## config.mk

```make
export PLATFORM = sky130hd
export DESIGN_NAME = lidar_packet_sync_sector_average
export DESIGN_NICKNAME = d
export VERILOG_FILES = /design/src/hdl/lpsa_pkg.sv /design/src/hdl/lpsa_ctrl.sv /design/src/hdl/lpsa_div.sv /design/src/hdl/lpsa_dp.sv /design/src/hdl/lidar_packet_sync_sector_average.sv
export SDC_FILE = /design/constraint.sdc
export NUM_CORES = 1
export LEC_CHECK = 0
export BUFFER_PORTS_ARGS = -buffer_cell sky130_fd_sc_hd__buf_2
export CORE_MARGIN = 5
export CORE_UTILIZATION = 42
export DETAILED_ROUTE_END_ITERATION = 10
export MAX_ROUTING_LAYER = met4
export PLACE_DENSITY = 0.67
export SETUP_SLACK_MARGIN = 0.2
export SYNTH_ARGS = -nofsm -noshare
export SYNTH_HDL_FRONTEND = slang
export SYNTH_SLANG_ARGS = --single-unit
```

## constraint.sdc

```tcl
create_clock -name i_clk -period 11.35 [get_ports i_clk]
set_input_delay 0.5675 -clock i_clk [delete_from_list [all_inputs] [get_ports i_clk]]
set_output_delay 0.5675 -clock i_clk [all_outputs]
set_load 0.03 [all_outputs]
```

## src/hdl/lpsa_pkg.sv

```systemverilog
// Shared types and constants for the lidar packet sync and sector average block.
package lpsa_pkg;

    // Packet framing.
    localparam int PACKET_BYTES = 7;
    localparam int WIN_IDX_BITS = $clog2(PACKET_BYTES);
    localparam int FILL_BITS    = $clog2(PACKET_BYTES + 1);
    localparam int CHK_BITS     = 11;
    localparam logic [8:0] MOD_BASE = 9'd255;

    // Accumulator and average widths.
    localparam int SUM_BITS  = 32;
    localparam int FRAC_BITS = 8;
    localparam int DVD_BITS  = SUM_BITS + FRAC_BITS;
    localparam int AVG_BITS  = 24;
    localparam int STEP_BITS = $clog2(DVD_BITS + 1);

    // Configuration registers and their reset values.
    localparam int CFG_DATA_BITS = 16;
    localparam logic [CFG_DATA_BITS-1:0] SECTOR_LOW_RST  = 16'd48;
    localparam logic [CFG_DATA_BITS-1:0] SECTOR_HIGH_RST = 16'd5728;

    typedef enum logic [0:0] {
        CFG_SECTOR_LOW  = 1'b0,
        CFG_SECTOR_HIGH = 1'b1
    } t_cfg_idx;

    // Controller states.
    typedef enum logic [1:0] {
        ST_IDLE,
        ST_EVAL,
        ST_DIV,
        ST_EMIT
    } t_state;

    // Commands from the controller to the datapath.
    typedef struct packed {
        logic accept;
        logic eval;
        logic div_take;
        logic out_load;
    } t_dp_cmd;

    // Status from the datapath to the controller.
    typedef struct packed {
        logic pkt_ok;
        logic div_need;
        logic out_busy;
    } t_dp_status;

endpackage

```

## src/hdl/lpsa_ctrl.sv

```systemverilog
// Controller state machine that sequences byte intake, evaluation, division and output.
module lpsa_ctrl
    import lpsa_pkg::*;
(
    input  logic       i_clk,
    input  logic       i_rst_n,
    input  logic       i_rx_valid,
    output logic       o_rx_stall,
    input  t_dp_status i_status,
    input  logic       i_div_done,
    output t_dp_cmd    o_cmd,
    output logic       o_div_start
);

    t_state r_state;
    t_state n_state;

    // State register.
    always_ff @(posedge i_clk) begin
        if (!i_rst_n) begin
            r_state <= ST_IDLE;
        end else begin
            r_state <= n_state;
        end
    end

    // Next state and commands.
    always_comb begin
        n_state     = r_state;
        o_cmd       = '0;
        o_div_start = 1'b0;
        o_rx_stall  = 1'b1;
        case (r_state)
            ST_IDLE: begin
                o_rx_stall   = 1'b0;
                o_cmd.accept = i_rx_valid;
                if (i_rx_valid) begin
                    n_state = ST_EVAL;
                end
            end
            ST_EVAL: begin
                o_cmd.eval = 1'b1;
                if (!i_status.pkt_ok) begin
                    n_state = ST_IDLE;
                end else if (i_status.div_need) begin
                    o_div_start = 1'b1;
                    n_state     = ST_DIV;
                end else begin
                    n_state = ST_EMIT;
                end
            end
            ST_DIV: begin
                if (i_div_done) begin
                    o_cmd.div_take = 1'b1;
                    n_state        = ST_EMIT;
                end
            end
            ST_EMIT: begin
                if (!i_status.out_busy) begin
                    o_cmd.out_load = 1'b1;
                    n_state        = ST_IDLE;
                end
            end
            default: begin
                n_state = ST_IDLE;
            end
        endcase
    end

endmodule

```

## src/hdl/lpsa_div.sv

```systemverilog
// Restoring divider, one quotient bit per cycle, for the sector average.
module lpsa_div
    import lpsa_pkg::*;
#(
    parameter int COUNT_BITS = 16
)
(
    input  logic                  i_clk,
    input  logic                  i_rst_n,
    input  logic                  i_start,
    input  logic [SUM_BITS-1:0]   i_sum,
    input  logic [COUNT_BITS-1:0] i_count,
    output logic                  o_done,
    output logic [AVG_BITS-1:0]   o_quotient
);

    logic                  r_busy;
    logic                  r_done;
    logic [STEP_BITS-1:0]  r_step;
    logic [DVD_BITS-1:0]   r_dvd;
    logic [COUNT_BITS-1:0] r_rem;
    logic [COUNT_BITS-1:0] r_dvs;
    logic [COUNT_BITS:0]   rem_sh;
    logic                  q_bit;
    logic [COUNT_BITS:0]   rem_sub;

    // One trial subtraction of the shifted partial remainder.
    always_comb begin
        rem_sh  = {r_rem, r_dvd[DVD_BITS-1]};
        q_bit   = (rem_sh >= {1'b0, r_dvs});
        rem_sub = q_bit ? (rem_sh - {1'b0, r_dvs}) : rem_sh;
    end

    // Control of the iteration.
    always_ff @(posedge i_clk) begin
        if (!i_rst_n) begin
            r_busy <= 1'b0;
            r_done <= 1'b0;
            r_step <= '0;
        end else begin
            r_done <= 1'b0;
            if (i_start) begin
                r_busy <= 1'b1;
                r_step <= '0;
            end else if (r_busy) begin
                r_step <= r_step + 1'b1;
                if (r_step == STEP_BITS'(DVD_BITS - 1)) begin
                    r_busy <= 1'b0;
                    r_done <= 1'b1;
                end
            end
        end
    end

    // Dividend shifts left while quotient bits enter at the bottom.
    always_ff @(posedge i_clk) begin
        if (i_start) begin
            r_dvd <= {i_sum, {FRAC_BITS{1'b0}}};
            r_rem <= '0;
            r_dvs <= i_count;
        end else if (r_busy) begin
            r_dvd <= {r_dvd[DVD_BITS-2:0], q_bit};
            r_rem <= rem_sub[COUNT_BITS-1:0];
        end
    end

    assign o_done     = r_done;
    assign o_quotient = r_dvd[AVG_BITS-1:0];

endmodule

```

## src/hdl/lpsa_dp.sv

```systemverilog
// Datapath: byte window, checksum test, sector accumulators, config and output register.
module lpsa_dp
    import lpsa_pkg::*;
#(
    parameter int COUNT_BITS = 16
)
(
    input  logic                     i_clk,
    input  logic                     i_rst_n,
    input  t_dp_cmd                  i_cmd,
    output t_dp_status               o_status,
    input  logic                     i_cfg_we,
    input  logic                     i_cfg_index,
    input  logic [CFG_DATA_BITS-1:0] i_cfg_data,
    input  logic [7:0]               i_rx_byte,
    input  logic                     i_out_stall,
    output logic [SUM_BITS-1:0]      o_sum,
    output logic [COUNT_BITS-1:0]    o_count,
    input  logic [AVG_BITS-1:0]      i_quotient,
    output logic                     o_out_valid,
    output logic [15:0]              o_azimuth_raw,
    output logic [15:0]              o_distance_cm,
    output logic [7:0]               o_signal_strength,
    output logic [7:0]               o_status_byte,
    output logic                     o_in_sector,
    output logic                     o_average_valid,
    output logic [AVG_BITS-1:0]      o_average_q8
);

    logic [7:0]               r_win [PACKET_BYTES];
    logic [FILL_BITS-1:0]     r_fill;
    logic [SUM_BITS-1:0]      r_sum;
    logic [COUNT_BITS-1:0]    r_count;
    logic                     r_pending;
    logic [CFG_DATA_BITS-1:0] r_sector_low;
    logic [CFG_DATA_BITS-1:0] r_sector_high;

    // Packet held between evaluation and output.
    logic [15:0]         r_h_az;
    logic [15:0]         r_h_dist;
    logic [7:0]          r_h_sig;
    logic [7:0]          r_h_stat;
    logic                r_h_in;
    logic                r_h_avg_valid;
    logic [AVG_BITS-1:0] r_h_avg;

    logic                r_out_valid;

    logic [CHK_BITS-1:0] chk_sum;
    logic [8:0]          chk_fold;
    logic [8:0]          chk_mod;
    logic                win_full;
    logic                pkt_ok;
    logic [15:0]         az;
    logic [15:0]         pkt_dist;
    logic                in_sec;
    logic                leave;
    logic [SUM_BITS:0]   sum_add;
    logic                can_add;
    logic                count_zero;

    // Checksum over the first six bytes; 256 folds to 1 modulo 255.
    always_comb begin
        chk_sum = '0;
        for (int k = 0; k < PACKET_BYTES - 1; k++) begin
            chk_sum = chk_sum + CHK_BITS'(r_win[k]);
        end
        chk_fold = {1'b0, chk_sum[7:0]} + 9'(chk_sum[CHK_BITS-1:8]);
        chk_mod  = (chk_fold >= MOD_BASE) ? (chk_fold - MOD_BASE) : chk_fold;
        win_full = (r_fill == FILL_BITS'(PACKET_BYTES));
        pkt_ok   = win_full && (chk_mod == {1'b0, r_win[PACKET_BYTES-1]});
    end

    // Packet fields and sector decisions.
    always_comb begin
        az         = {r_win[2], r_win[1]};
        pkt_dist   = {r_win[4], r_win[3]};
        in_sec     = (az < r_sector_low) || (az > r_sector_high);
        leave      = !in_sec && r_pending;
        sum_add    = {1'b0, r_sum} + (SUM_BITS + 1)'(pkt_dist);
        can_add    = (r_count != {COUNT_BITS{1'b1}}) && !sum_add[SUM_BITS];
        count_zero = (r_count == '0);
    end

    assign o_status.pkt_ok   = pkt_ok;
    assign o_status.div_need = pkt_ok && leave && !count_zero;
    assign o_status.out_busy = r_out_valid && i_out_stall;

    assign o_sum   = r_sum;
    assign o_count = r_count;

    // Configuration registers.
    always_ff @(posedge i_clk) begin
        if (!i_rst_n) begin
            r_sector_low  <= SECTOR_LOW_RST;
            r_sector_high <= SECTOR_HIGH_RST;
        end else if (i_cfg_we) begin
            case (t_cfg_idx'(i_cfg_index))
                CFG_SECTOR_LOW:  r_sector_low  <= i_cfg_data;
                CFG_SECTOR_HIGH: r_sector_high <= i_cfg_data;
                default: begin
                end
            endcase
        end
    end

    // Window fill level; a valid packet empties the window.
    always_ff @(posedge i_clk) begin
        if (!i_rst_n) begin
            r_fill <= '0;
        end else if (i_cmd.accept && !win_full) begin
            r_fill <= r_fill + 1'b1;
        end else if (i_cmd.eval && pkt_ok) begin
            r_fill <= '0;
        end
    end

    // Window contents: append until full, then slide.
    always_ff @(posedge i_clk) begin
        if (i_cmd.accept) begin
            if (!win_full) begin
                r_win[r_fill[WIN_IDX_BITS-1:0]] <= i_rx_byte;
            end else begin
                for (int k = 0; k < PACKET_BYTES - 1; k++) begin
                    r_win[k] <= r_win[k+1];
                end
                r_win[PACKET_BYTES-1] <= i_rx_byte;
            end
        end
    end

    // Sector accumulators.
    always_ff @(posedge i_clk) begin
        if (!i_rst_n) begin
            r_sum     <= '0;
            r_count   <= '0;
            r_pending <= 1'b0;
        end else if (i_cmd.eval && pkt_ok) begin
            if (in_sec) begin
                if (can_add) begin
                    r_sum   <= sum_add[SUM_BITS-1:0];
                    r_count <= r_count + 1'b1;
                end
                r_pending <= 1'b1;
            end else if (r_pending) begin
                r_sum     <= '0;
                r_count   <= '0;
                r_pending <= 1'b0;
            end
        end
    end

    // Hold register for the packet under way.
    always_ff @(posedge i_clk) begin
        if (i_cmd.eval && pkt_ok) begin
            r_h_az        <= az;
            r_h_dist      <= pkt_dist;
            r_h_sig       <= r_win[5];
            r_h_stat      <= r_win[0];
            r_h_in        <= in_sec;
            r_h_avg_valid <= leave;
            r_h_avg       <= '0;
        end else if (i_cmd.div_take) begin
            r_h_avg <= i_quotient;
        end
    end

    // Output beat valid flag.
    always_ff @(posedge i_clk) begin
        if (!i_rst_n) begin
            r_out_valid <= 1'b0;
        end else if (i_cmd.out_load) begin
            r_out_valid <= 1'b1;
        end else if (!i_out_stall) begin
            r_out_valid <= 1'b0;
        end
    end

    // Output payload register.
    always_ff @(posedge i_clk) begin
        if (i_cmd.out_load) begin
            o_azimuth_raw     <= r_h_az;
            o_distance_cm     <= r_h_dist;
            o_signal_strength <= r_h_sig;
            o_status_byte     <= r_h_stat;
            o_in_sector       <= r_h_in;
            o_average_valid   <= r_h_avg_valid;
            o_average_q8      <= r_h_avg;
        end
    end

    assign o_out_valid = r_out_valid;

endmodule

```

## src/hdl/lidar_packet_sync_sector_average.sv

```systemverilog
// Top level of the lidar packet sync and forward-sector distance average block.
//
// Input channel: one received byte per beat on i_rx_byte, i_rx_valid / o_rx_stall.
// Output channel: one beat per packet that passes its checksum, o_out_valid /
// i_out_stall, carrying azimuth, distance, signal, status, the sector flag and,
// on leaving the sector, the mean sector distance with 8 fraction bits.
// Configuration: i_cfg_we writes i_cfg_data to sector_low (index 0) or
// sector_high (index 1). Writes must come only while the block is idle; the block
// itself does not enforce this. Sequencing: each byte is accepted in the idle
// state and tested in the evaluation state, so input stalls between bytes, and a
// byte that completes a good packet loads its beat in the emit state. A packet
// that closes a sector run first runs the restoring divider, one quotient bit per
// cycle over 40 bits, before its beat is loaded.
// The output register lets the next byte be taken while a beat waits; when the
// receiver stalls, the next packet waits in its hold register and input stops.
// Reset clears the window fill level, accumulators, state and output valid,
// and returns the sector bounds to 48 and 5728. No clearing pass is needed.
module lidar_packet_sync_sector_average
    import lpsa_pkg::*;
#(
    parameter int COUNT_BITS = 16
)
(
    input  logic                     i_clk,
    input  logic                     i_rst_n,
    input  logic                     i_cfg_we,
    input  logic                     i_cfg_index,
    input  logic [CFG_DATA_BITS-1:0] i_cfg_data,
    input  logic                     i_rx_valid,
    output logic                     o_rx_stall,
    input  logic [7:0]               i_rx_byte,
    output logic                     o_out_valid,
    input  logic                     i_out_stall,
    output logic [15:0]              o_azimuth_raw,
    output logic [15:0]              o_distance_cm,
    output logic [7:0]               o_signal_strength,
    output logic [7:0]               o_status_byte,
    output logic                     o_in_sector,
    output logic                     o_average_valid,
    output logic [AVG_BITS-1:0]      o_average_q8
);

    t_dp_cmd               cmd;
    t_dp_status            status;
    logic                  div_start;
    logic                  div_done;
    logic [SUM_BITS-1:0]   sum;
    logic [COUNT_BITS-1:0] count;
    logic [AVG_BITS-1:0]   quotient;

    lpsa_ctrl u_ctrl (
        .i_clk       (i_clk),
        .i_rst_n     (i_rst_n),
        .i_rx_valid  (i_rx_valid),
        .o_rx_stall  (o_rx_stall),
        .i_status    (status),
        .i_div_done  (div_done),
        .o_cmd       (cmd),
        .o_div_start (div_start)
    );

    lpsa_dp #(.COUNT_BITS(COUNT_BITS)) u_dp (
        .i_clk             (i_clk),
        .i_rst_n           (i_rst_n),
        .i_cmd             (cmd),
        .o_status          (status),
        .i_cfg_we          (i_cfg_we),
        .i_cfg_index       (i_cfg_index),
        .i_cfg_data        (i_cfg_data),
        .i_rx_byte         (i_rx_byte),
        .i_out_stall       (i_out_stall),
        .o_sum             (sum),
        .o_count           (count),
        .i_quotient        (quotient),
        .o_out_valid       (o_out_valid),
        .o_azimuth_raw     (o_azimuth_raw),
        .o_distance_cm     (o_distance_cm),
        .o_signal_strength (o_signal_strength),
        .o_status_byte     (o_status_byte),
        .o_in_sector       (o_in_sector),
        .o_average_valid   (o_average_valid),
        .o_average_q8      (o_average_q8)
    );

    lpsa_div #(.COUNT_BITS(COUNT_BITS)) u_div (
        .i_clk      (i_clk),
        .i_rst_n    (i_rst_n),
        .i_start    (div_start),
        .i_sum      (sum),
        .i_count    (count),
        .o_done     (div_done),
        .o_quotient (quotient)
    );

endmodule

```

==> results of run 1 <==
## cell type report
| cell class | count | area (um^2) | share of cell area, % |
|---|---|---|---|
| antenna | 1 | 2.50 | 0.0124 |
| clock buffer | 54 | 1090 | 5.41 |
| clock inverter | 16 | 184 | 0.909 |
| inverter | 132 | 495 | 2.45 |
| multi-input combinational | 1126 | 7450 | 36.8 |
| sequential | 371 | 9710 | 48.0 |
| tap | 539 | 674 | 3.33 |
| timing repair buffer | 117 | 616 | 3.04 |
## routing by layer
layer	track usage (%)	wire length, um	part of all wire, %
met2	28.6	19600	46
met1	25.0	19200	45
met4	5.45	1030	2.4
met3	3.63	2760	6.5
met5	-	0	0
## metrics by stage
step	hold slack [ps]	cells	power (mW)	setup WS (ps)
after floorplan	400	1699	2.10	1200
after global routing	269	2356	3.71	931
final	272	2356	3.54	1870
after detailed placement	405	2285	2.28	1890
after global placement	401	2285	2.28	2020
after CTS	254	2355	3.57	1820
## cells by family after synthesis
family / share of synthesized area (%)
AND/OR/NAND/NOR: 14.5
adder cells (fa/ha/maj): 9.70
multiplexers: 2.46
AO/OA/AOI/OAI: 12.1
flip-flops: 54.2
XOR/XNOR: 2.68
buffers and inverters: 4.31
## power groups by stage
stage	clock, mW	sequential (mW)	combinational, mW
detailed placement	0	1.47	0.814
global placement	0	1.47	0.810
floorplan	0	1.46	0.634
CTS	1.31	1.44	0.822
finish	1.28	1.44	0.823
global route	1.36	1.44	0.910
## worst max-delay path by stage
stage                           from               to  slack [ps]
floorplan           u_dp.r_win[1][0]  u_div.r_dvd[10]        1200
global placement    u_dp.r_win[1][0]   u_dp.o_sum[16]        2020
detailed placement  u_dp.r_win[1][0]   u_dp.o_sum[16]        1890
CTS                 u_dp.r_win[1][0]   u_dp.o_sum[16]        1820
global route        u_dp.r_win[1][0]   u_dp.o_sum[12]         930
finish              u_dp.r_win[1][0]   u_dp.o_sum[16]        1870
## registers in the layout, summed over array words and instances, names as in the netlist, 24 cells and up, named ones only
| signal | count |
|---|---|
| u_dp.o_average_q8 | 24 |
| u_div.r_dvd | 40 |
| u_dp.o_sum | 32 |
| u_dp.r_win | 56 |
| u_dp.r_h_avg | 24 |
## cell usage after synthesis, drive strengths merged, types with 4 or more instances
master   count
nand2      277
edfxtp     228
dfxtp      143
inv        132
a21oi      113
nor2       105
o21ai      104
ha          94
clkbuf      56
mux2i       44
or3         32
xnor2       30
nand3       29
fa          28
nor3        28
a211oi      26
a21o        18
nand4       17
xor2        17
and3        15
buf         14
o21a        13
nor2b       10
o211ai      10
nor4         9
a2111oi      8
and2         8
nand2b       8
or2          8
a22o         7
a31oi        7
o21bai       6
and4         5
or4          4
## critical path: cells and delay by family, from the launching register on
kind | cells | cell delay, ps
buffers and inverters | 7 | 1100
adder cells (fa/ha/maj) | 9 | 3300
AND/OR/NAND/NOR | 8 | 2010
flip-flops | 1 | 420
XOR/XNOR | 2 | 360
AO/OA/AOI/OAI | 12 | 2170
==> impl_metrics.env, run 1 <==
export IMPL_status="finished, final reports clean"
export IMPL_synth_fp_nets=1851
export IMPL_swShare_pct=29.1
export IMPL_final_cell_mix="nand2_1, edfxtp_1, dfxtp_1"
export IMPL_fin_nets=1938
export IMPL_cts_path_max_buffers=3
export IMPL_hold_path_cell_count=3
export IMPL_hpwlAfterDp_mm=30.6
export IMPL_die_height_um=216
export IMPL_ioPinCount=106
export IMPL_ys_seq_area_share_pct=54.2
export IMPL_irDropWorstVdd_mv=0.0869
export IMPL_critPathRequiredTime_ps=11810
export IMPL_fp_dieArea_mm2=0.0468
export IMPL_cts_buffers=38
export IMPL_fillCellCount=3800
export IMPL_grt_usage_pct=18.5
export IMPL_hp_start="i_cfg_data[8]"
export IMPL_postCtsSetupBuffers=0
export IMPL_p_clk_share_pct=36.2
export IMPL_synth_ff_type="edfxtp_1"
export IMPL_period_needed_ps=9480
export IMPL_finalSetupViolCount=0
export IMPL_hold_violations=0
export IMPL_design_core_area_mm2=0.0420
export IMPL_fmax_ghz=0.105
export IMPL_grt_max_degree=85
export IMPL_power_density_mw_per_mm2=175
export IMPL_crit_slowest_cell="buf_4"
export IMPL_synth_async_reset_ratio_pct=0
export IMPL_path_clk_slew_ps=70
export IMPL_drt_iter0_markers=1030
export IMPL_max_stage_delay_ps=710
export IMPL_synthDistinctLibCells=77
export IMPL_ant_nets=0
export IMPL_p_int_mw=2.51
export IMPL_cts_resized=0
export IMPL_tightest_slew_ps=1080
export IMPL_antenna_found_initial=2
export IMPL_skew_ps=34.0
export IMPL_rsz0062_at_grt="false"
export IMPL_postCtsHoldBufs=0
export IMPL_io_buffers=105
export IMPL_initial_core_util_pct=42.6
export IMPL_cts_root_buf="clkbuf_16"
export IMPL_drv_cap=0
export IMPL_wire_per_inst_um=18.1
export IMPL_fin_util_pct=48.1
export IMPL_synth_warnings=0
export IMPL_routed_wl_mm=42.6
export IMPL_end_kind="register"
export IMPL_p_leak_nw=7.91
export IMPL_synth_edf_count=228
export IMPL_path_class="register to register"
export IMPL_viasPerCell=5.33
export IMPL_startpoint_type="register"
export IMPL_avgSynthCellArea_um2=10.5
export IMPL_drt_pass1_iter_count=6
export IMPL_tritoncts="done"
export IMPL_relSlewSlack_pct=27.8
export IMPL_first_global_vias=12300
export IMPL_drv_slew=0
export IMPL_layout_commonest_cell="nand2_1"
export IMPL_synthDominantCellAreaShare_pct=38.2
export IMPL_htree_num_levels=2
export IMPL_grt_pass1_wl_mm=68.0
export IMPL_clock_sinks=371
export IMPL_reg2reg_from="u_dp.r_win[1][0]"
export IMPL_path_max_fanout=84
export IMPL_drc=0
export IMPL_syn2layout_area_growth_pct=13.0
export IMPL_seq_power_share_pct=40.6
export IMPL_net_switching_power_mw=1.03
export IMPL_yosys_top_cells_area="edfxtp_1, dfxtp_1, ha_1"
export IMPL_period_share_pct=83.5
export IMPL_worst_r2r_path_depth=38
export IMPL_critical_path_arrival_ps=9940
export IMPL_clock_latency_ps=540
export IMPL_netlist_area_mm2=0.0179
export IMPL_postSynthCellCount=1699
export IMPL_fp_dieW_um=216
export IMPL_crit_top_cell="inv_1"
export IMPL_setup_tns_ps=0
export IMPL_regToRegEndpoint="u_dp.o_sum[16]"
export IMPL_drive_gt1_share_pct=11.3
export IMPL_overflow=0
export IMPL_yosys_area_top_type="edfxtp_1"
export IMPL_layout_cell_area_non_filler_mm2=0.0202
export IMPL_hp_class="input port to register"
export IMPL_routabilityCongestion=0.910
export IMPL_placed_cell_area_mm2=0.0189
export IMPL_p_comb_share_pct=23.2
export IMPL_r2r_setup_slack_ps=1870
export IMPL_synth_seq_cells=371
export IMPL_dr_total_vias=12500
export IMPL_rows=75
export IMPL_min_to="u_dp.r_sector_low[8]"
Note: power is estimated with default switching activity, not from simulation.
==> run 2: changes to the inputs <==
clock period = 8.92 ns   (was 11.35 ns; I/O delays follow)
==> run 2 against run 1 <==
Compared with the run above:
- first-iteration DRC count grew 7.7%
- die area is the same
- combinational power grew 47%
- setup slack lost 1300 ps
- critical endpoint is now u_div.r_dvs[13]
- clock power grew 33%
- core utilization grew 1.2 points
- clock skew shrank 22 ps
- cell count grew 0.89%
- via count grew 1.9%
- sequential power grew 27%
==> impl_metrics.env, run 2 (synthesis results as in run 1) <==
export IMPL_status="finished, final reports clean"
export IMPL_cts_buffers=39
export IMPL_drc=0
export IMPL_syn2layout_area_growth_pct=15.8
export IMPL_period_needed_ps=8320
export IMPL_swShare_pct=29.5
export IMPL_ant_nets=0
export IMPL_viasPerCell=5.38
export IMPL_post_place_ws_ps=180
export IMPL_final_cell_mix="nand2_1, edfxtp_1, dfxtp_1"
export IMPL_postCtsHoldBufs=0
export IMPL_layout_commonest_cell="nand2_1"
export IMPL_path_class="register to register"
export IMPL_io_buffers=105
export IMPL_finalSetupViolCount=0
export IMPL_critical_path_arrival_ps=8520
export IMPL_design_core_area_mm2=0.0420
export IMPL_clock_sinks=371
export IMPL_irDropWorstVdd_mv=0.133
export IMPL_skew_ps=12.1
export IMPL_routabilityCongestion=0.892
export IMPL_wire_per_inst_um=18.0
export IMPL_p_int_mw=3.34
export IMPL_rows=75
export IMPL_drt_pass1_iter_count=8
export IMPL_whs_ps=159
export IMPL_rsz0062_at_grt="false"
export IMPL_p_clk_share_pct=35.8
export IMPL_hp_class="input port to register"
export IMPL_p_comb_share_pct=25.5
export IMPL_critPathRequiredTime_ps=9130
export IMPL_crit_top_cell="inv_1"
export IMPL_drv_cap=0
export IMPL_p_leak_nw=8.11
export IMPL_clock_latency_ps=530
export IMPL_largest_reg_flops=56
export IMPL_grt_pass1_wl_mm=67.2
export IMPL_initial_core_util_pct=42.6
export IMPL_crit_slowest_cell="or4b_4"
export IMPL_setup_ws_ps=601
export IMPL_fp_dieArea_mm2=0.0468
export IMPL_power_density_mw_per_mm2=228
export IMPL_fp_dieW_um=216
export IMPL_cts_path_max_buffers=3
export IMPL_hpwlAfterDp_mm=30.0
export IMPL_drv_slew=0
export IMPL_fin_util_pct=49.3
export IMPL_period_share_pct=93.3
export IMPL_htree_num_levels=2
export IMPL_cts_root_buf="clkbuf_16"
export IMPL_drive_gt1_share_pct=14.1
export IMPL_first_global_vias=12300
export IMPL_tritoncts="done"
export IMPL_path_clk_slew_ps=60
export IMPL_max_stage_delay_ps=590
export IMPL_grt_usage_pct=18.2
export IMPL_ioPinCount=106
export IMPL_drt_iter0_markers=1109
export IMPL_setup_tns_ps=0
export IMPL_hold_violations=0
export IMPL_die_height_um=216
export IMPL_grt_max_degree=78
export IMPL_tightest_slew_ps=1130
export IMPL_startpoint_type="register"
export IMPL_path_max_fanout=37
export IMPL_top_register="u_dp.r_win"
export IMPL_antenna_cells=0
export IMPL_overflow=0
export IMPL_relSlewSlack_pct=24.9
export IMPL_fin_nets=1961
export IMPL_net_switching_power_mw=1.39
export IMPL_fmax_ghz=0.120
export IMPL_antenna_found_initial=0
export IMPL_dr_total_vias=12800
export IMPL_end_kind="register"
export IMPL_seq_power_share_pct=38.7
export IMPL_routed_wl_mm=42.7
==> run 2: cell count changes in the layout (fill, tap and decap cells not counted), moves of 4 or more <==
cell / change
clkinvlp_4: +4
buf_12: +5
o21ai_2: +5
ha_1: -5
buf_4: +10
clkbuf_16: +4
o21ai_0: -5
clkbuf_1: -4
==> run 2: power by group through the flow <==
stage | combinational, mW | sequential (mW) | clock, mW
4_1_cts | 1.07 | 1.83 | 1.73
5_1_grt | 1.32 | 1.83 | 1.81
3_5_place_dp | 1.05 | 1.87 | 0
2_1_floorplan | 0.807 | 1.86 | 0
3_3_place_gp | 1.05 | 1.87 | 0
6_report | 1.21 | 1.83 | 1.70
==> run 2: worst paths after layout <==
path         slack (ps)  cells past startpoint                   endpoint             start
max                 600                     34            u_div.r_dvs[13]  u_dp.r_win[1][1]
min                 160                      3      u_dp.r_sector_high[7]     i_cfg_data[7]
max reg2reg         600                     34            u_div.r_dvs[13]  u_dp.r_win[1][1]
min reg2reg         420                      0  u_dp.o_signal_strength[2]   u_dp.r_h_sig[2]
==> run 2: area by class of cell <==
type | count | area, um^2
fill | 3695 | 21300
sequential | 371 | 9710
multi-input combinational | 1126 | 7580
clock buffer | 51 | 1100
timing repair buffer | 139 | 915
tap | 539 | 674
inverter | 132 | 495
clock inverter | 19 | 244
==> run 2: stage by stage <==
stage,cells,power (mW),area [um^2]
6_report,2377,4.73,20700
3_5_place_dp,2293,2.91,19100
5_1_grt,2377,4.96,20700
3_3_place_gp,2293,2.92,19100
2_1_floorplan,1699,2.67,17900
4_1_cts,2363,4.63,20400
==> run 2: per-layer routing <==
metal | vias to the layer above | track usage [%] | share of wire [%]
li1 | 6216 | - | -
met1 | 6120 | 25.2 | 45
met2 | 394 | 28.8 | 47
met3 | 61 | 2.72 | 6.5
met4 | 0 | 3.88 | 2.0
met5 | - | - | 0
==> run 2: critical path: cells and delay by family, from the launching register on <==
kind            cells  cell delay [ps]
compound gates      9             1500
xor+xnor            3              630
fa+ha+maj           8             2950
buf+inv             8             1030
flops               1              390
simple gates        6             1470
==> run 2: what timing repair did <==
item | in CTS | in global routing
gates cloned | 0 | 4
endpoints found under the setup margin | 89 | 240
setup buffers | 0 | 10
resized for setup | 3 | 41
pin swaps | 0 | 16
==> run 3: changes to the inputs <==
CORE_UTILIZATION = 60   (was 42)
PLACE_DENSITY = 0.87   (was 0.67)
SYNTH_HIERARCHICAL = 1   (was not set)
==> run 3 against run 2 <==
Compared with the run above:
- area after synthesis rose by 4.3%
- total power fell by 15%
- synthesized cell count fell by 1.6%
- sequential share of layout area rose by 0.41 points
- critical path depth fell by 2
- largest cell class unchanged
- routed wire length rose by 2.2%
- clock power fell by 4%
- flip-flop and latch count did not move
- hold slack got worse by 56 ps
- fmax rose by 1.1%
==> impl_metrics.env, run 3 <==
export IMPL_wl_met2_mm=20.9
export IMPL_yosysMostFrequentCell="edfxtp_1"
export IMPL_synth_seq_cells=371
export IMPL_finalPower_mw=4.01
export IMPL_setup_ws_ps=692
export IMPL_path_max_fanout=37
export IMPL_p_leak_nw=8.36
export IMPL_critPathRequiredTime_ps=9200
export IMPL_postCtsSetupBuffers=0
export IMPL_setup_tns_ps=0
export IMPL_synth_edf_count=228
export IMPL_startpoint="u_dp/r_win[3][2]"
export IMPL_status="finished, final reports clean"
export IMPL_relSlewSlack_pct=14.1
export IMPL_grt_usage_pct=25.1
export IMPL_synthDistinctLibCells=97
export IMPL_yosys_top_cells_area="edfxtp_1, dfxtp_1, ha_1"
export IMPL_clock_latency_ps=530
export IMPL_overflow=0
export IMPL_dr_max_layer_used="met4"
export IMPL_cts_resized=0
export IMPL_irDropWorstVdd_mv=0.139
export IMPL_worst_r2r_path_depth=32
export IMPL_tightest_slew_ps=1290
export IMPL_dr_total_vias=13300
export IMPL_max_stage_delay_ps=550
export IMPL_fmax_ghz=0.122
export IMPL_syn2layout_area_growth_pct=10.1
export IMPL_fp_dieArea_mm2=0.0347
export IMPL_drt_pass1_iter_count=5
export IMPL_wire_per_inst_um=20.3
export IMPL_die_height_um=186
export IMPL_skew_ps=19.4
export IMPL_cts_path_max_buffers=3
export IMPL_io_buffers=105
export IMPL_hpwlAfterDp_mm=31.0
export IMPL_r2r_setup_slack_ps=690
export IMPL_synth_fp_nets=1818
export IMPL_avgSynthCellArea_um2=11.2
export IMPL_critPathTopFamily="adder cells"
export IMPL_yosys_top_cells_count="edfxtp_1, inv_1, dfxtp_1"
export IMPL_htree_num_levels=2
export IMPL_drv_cap=0
export IMPL_fin_nets=1873
export IMPL_hp_class="input port to register"
export IMPL_layout_commonest_cell="edfxtp_1"
export IMPL_crit_buf_inv=6
export IMPL_yosys_area_top_type="edfxtp_1"
export IMPL_path_class="register to register"
export IMPL_drive_gt1_share_pct=12.8
export IMPL_rows=64
export IMPL_fin_util_pct=67.0
export IMPL_path_clk_slew_ps=60
export IMPL_initial_core_util_pct=60.9
export IMPL_power_density_mw_per_mm2=195
export IMPL_grt_pass1_wl_mm=70.1
export IMPL_ant_nets=0
export IMPL_synthDominantCellAreaShare_pct=36.7
export IMPL_tritoncts="done"
export IMPL_regToRegEndpoint="u_div/r_dvd[25]"
export IMPL_synth_ff_type="edfxtp_1"
export IMPL_reg2reg_from="u_dp/r_win[3][2]"
export IMPL_viasPerCell=6.17
export IMPL_cts_buffers=38
export IMPL_drc=0
export IMPL_postCtsHoldBufs=0
export IMPL_top_register="u_dp/r_win"
export IMPL_finalSetupViolCount=0
export IMPL_drv_slew=0
export IMPL_post_place_ws_ps=515
export IMPL_rsz0062_at_grt="false"
export IMPL_ioPinCount=106
export IMPL_worstSetupEndpoint="u_div/r_dvd[25]"
export IMPL_drt_iter0_markers=1375
export IMPL_first_global_vias=13000
export IMPL_hold_violations=0
export IMPL_largest_reg_flops=56
export IMPL_ys_seq_area_share_pct=52.0
export IMPL_grt_max_degree=59
export IMPL_wl_met3_mm=3.07
export IMPL_route_layer_met1_wl_mm=18.3
export IMPL_routed_wl_mm=43.7
export IMPL_startpoint_type="register"
export IMPL_synth_async_reset_ratio_pct=0
export IMPL_routabilityCongestion=0.987
export IMPL_cp_num_cells=32
export IMPL_cts_root_buf="clkbuf_16"
export IMPL_clock_sinks=371
export IMPL_netlist_area_mm2=0.0187
export IMPL_end_kind="register"
export IMPL_critical_path_arrival_ps=8510
export IMPL_period_share_pct=92.2
export IMPL_period_needed_ps=8230
export IMPL_postSynthCellCount=1672
export IMPL_final_cell_mix="edfxtp_1, inv_1, dfxtp_1"
export IMPL_crit_top_cell="fa_1"
export IMPL_fp_dieW_um=186
export IMPL_crit_slowest_cell="fa_1"
export IMPL_antenna_found_initial=0
export IMPL_antenna_cells=0
export IMPL_synth_warnings=6
export IMPL_design_core_area_mm2=0.0307
==> run 3: cell families after synthesis <==
family	after synthesis	synth area share (%)
AO/OA/AOI/OAI	344	13.6
XOR/XNOR	45	2.35
adder cells (fa/ha/maj)	116	9.18
buffers and inverters	260	6.30
flip-flops	371	52.0
multiplexers	60	3.24
AND/OR/NAND/NOR	476	13.3
==> run 3: how the worst min path moves through the flow <==
stage,from,endpoint,slack [ps],cells after the start
2_1_floorplan,u_dp/r_h_avg_valid,u_dp/o_average_valid,400,0
3_3_place_gp,u_dp/r_h_sig[0],u_dp/o_signal_strength[0],400,0
3_5_place_dp,u_dp/r_h_dist[0],u_dp/o_distance_cm[0],410,0
4_1_cts,i_rx_byte[6],u_dp/r_win[6][6],90,1
5_1_grt,i_rx_byte[6],u_dp/r_win[6][6],90,1
6_report,i_rx_byte[6],u_dp/r_win[6][6],100,1
==> run 3: through the flow <==
| step | cells | hold WS (ps) | area [um^2] |
|---|---|---|---|
| 2_1_floorplan | 1672 | 400 | 18700 |
| 3_3_place_gp | 2083 | 405 | 19200 |
| 3_5_place_dp | 2083 | 405 | 19200 |
| 4_1_cts | 2151 | 93.1 | 20500 |
| 5_1_grt | 2151 | 93.6 | 20500 |
| 6_report | 2151 | 103 | 20500 |
==> run 3: metal layers <==
| layer | track usage [%] | vias to the layer above |
|---|---|---|
| met1 | 34.0 | 6438 |
| met5 | - | - |
| met3 | 3.14 | 97 |
| met2 | 39.9 | 618 |
| met4 | 8.16 | 0 |
| li1 | - | 6114 |
==> run 3: worst register-to-register path: cells and delay by family (launching register included) <==
kind | cells | cell delay [ps]
AND/OR/NAND/NOR | 10 | 2020
AO/OA/AOI/OAI | 6 | 1210
adder cells (fa/ha/maj) | 8 | 3140
flip-flops | 1 | 420
XOR/XNOR | 2 | 310
buffers and inverters | 6 | 890
==> run 3: where the power goes <==
part / internal (mW) / switching [mW] / total [mW]
logic: 0.215 / 0.322 / 0.536
registers: 1.83 / 0.0214 / 1.85
clock network: 0.963 / 0.662 / 1.63
==> run 3: final cells by class <==
class,instances,area [um^2]
clock buffers,47,1060
clock inverters,21,228
fillers,2151,10100
inverters,153,574
multi-input cells,1041,7830
flip-flops and latches,371,9710
well taps,396,495
repair buffers,122,653
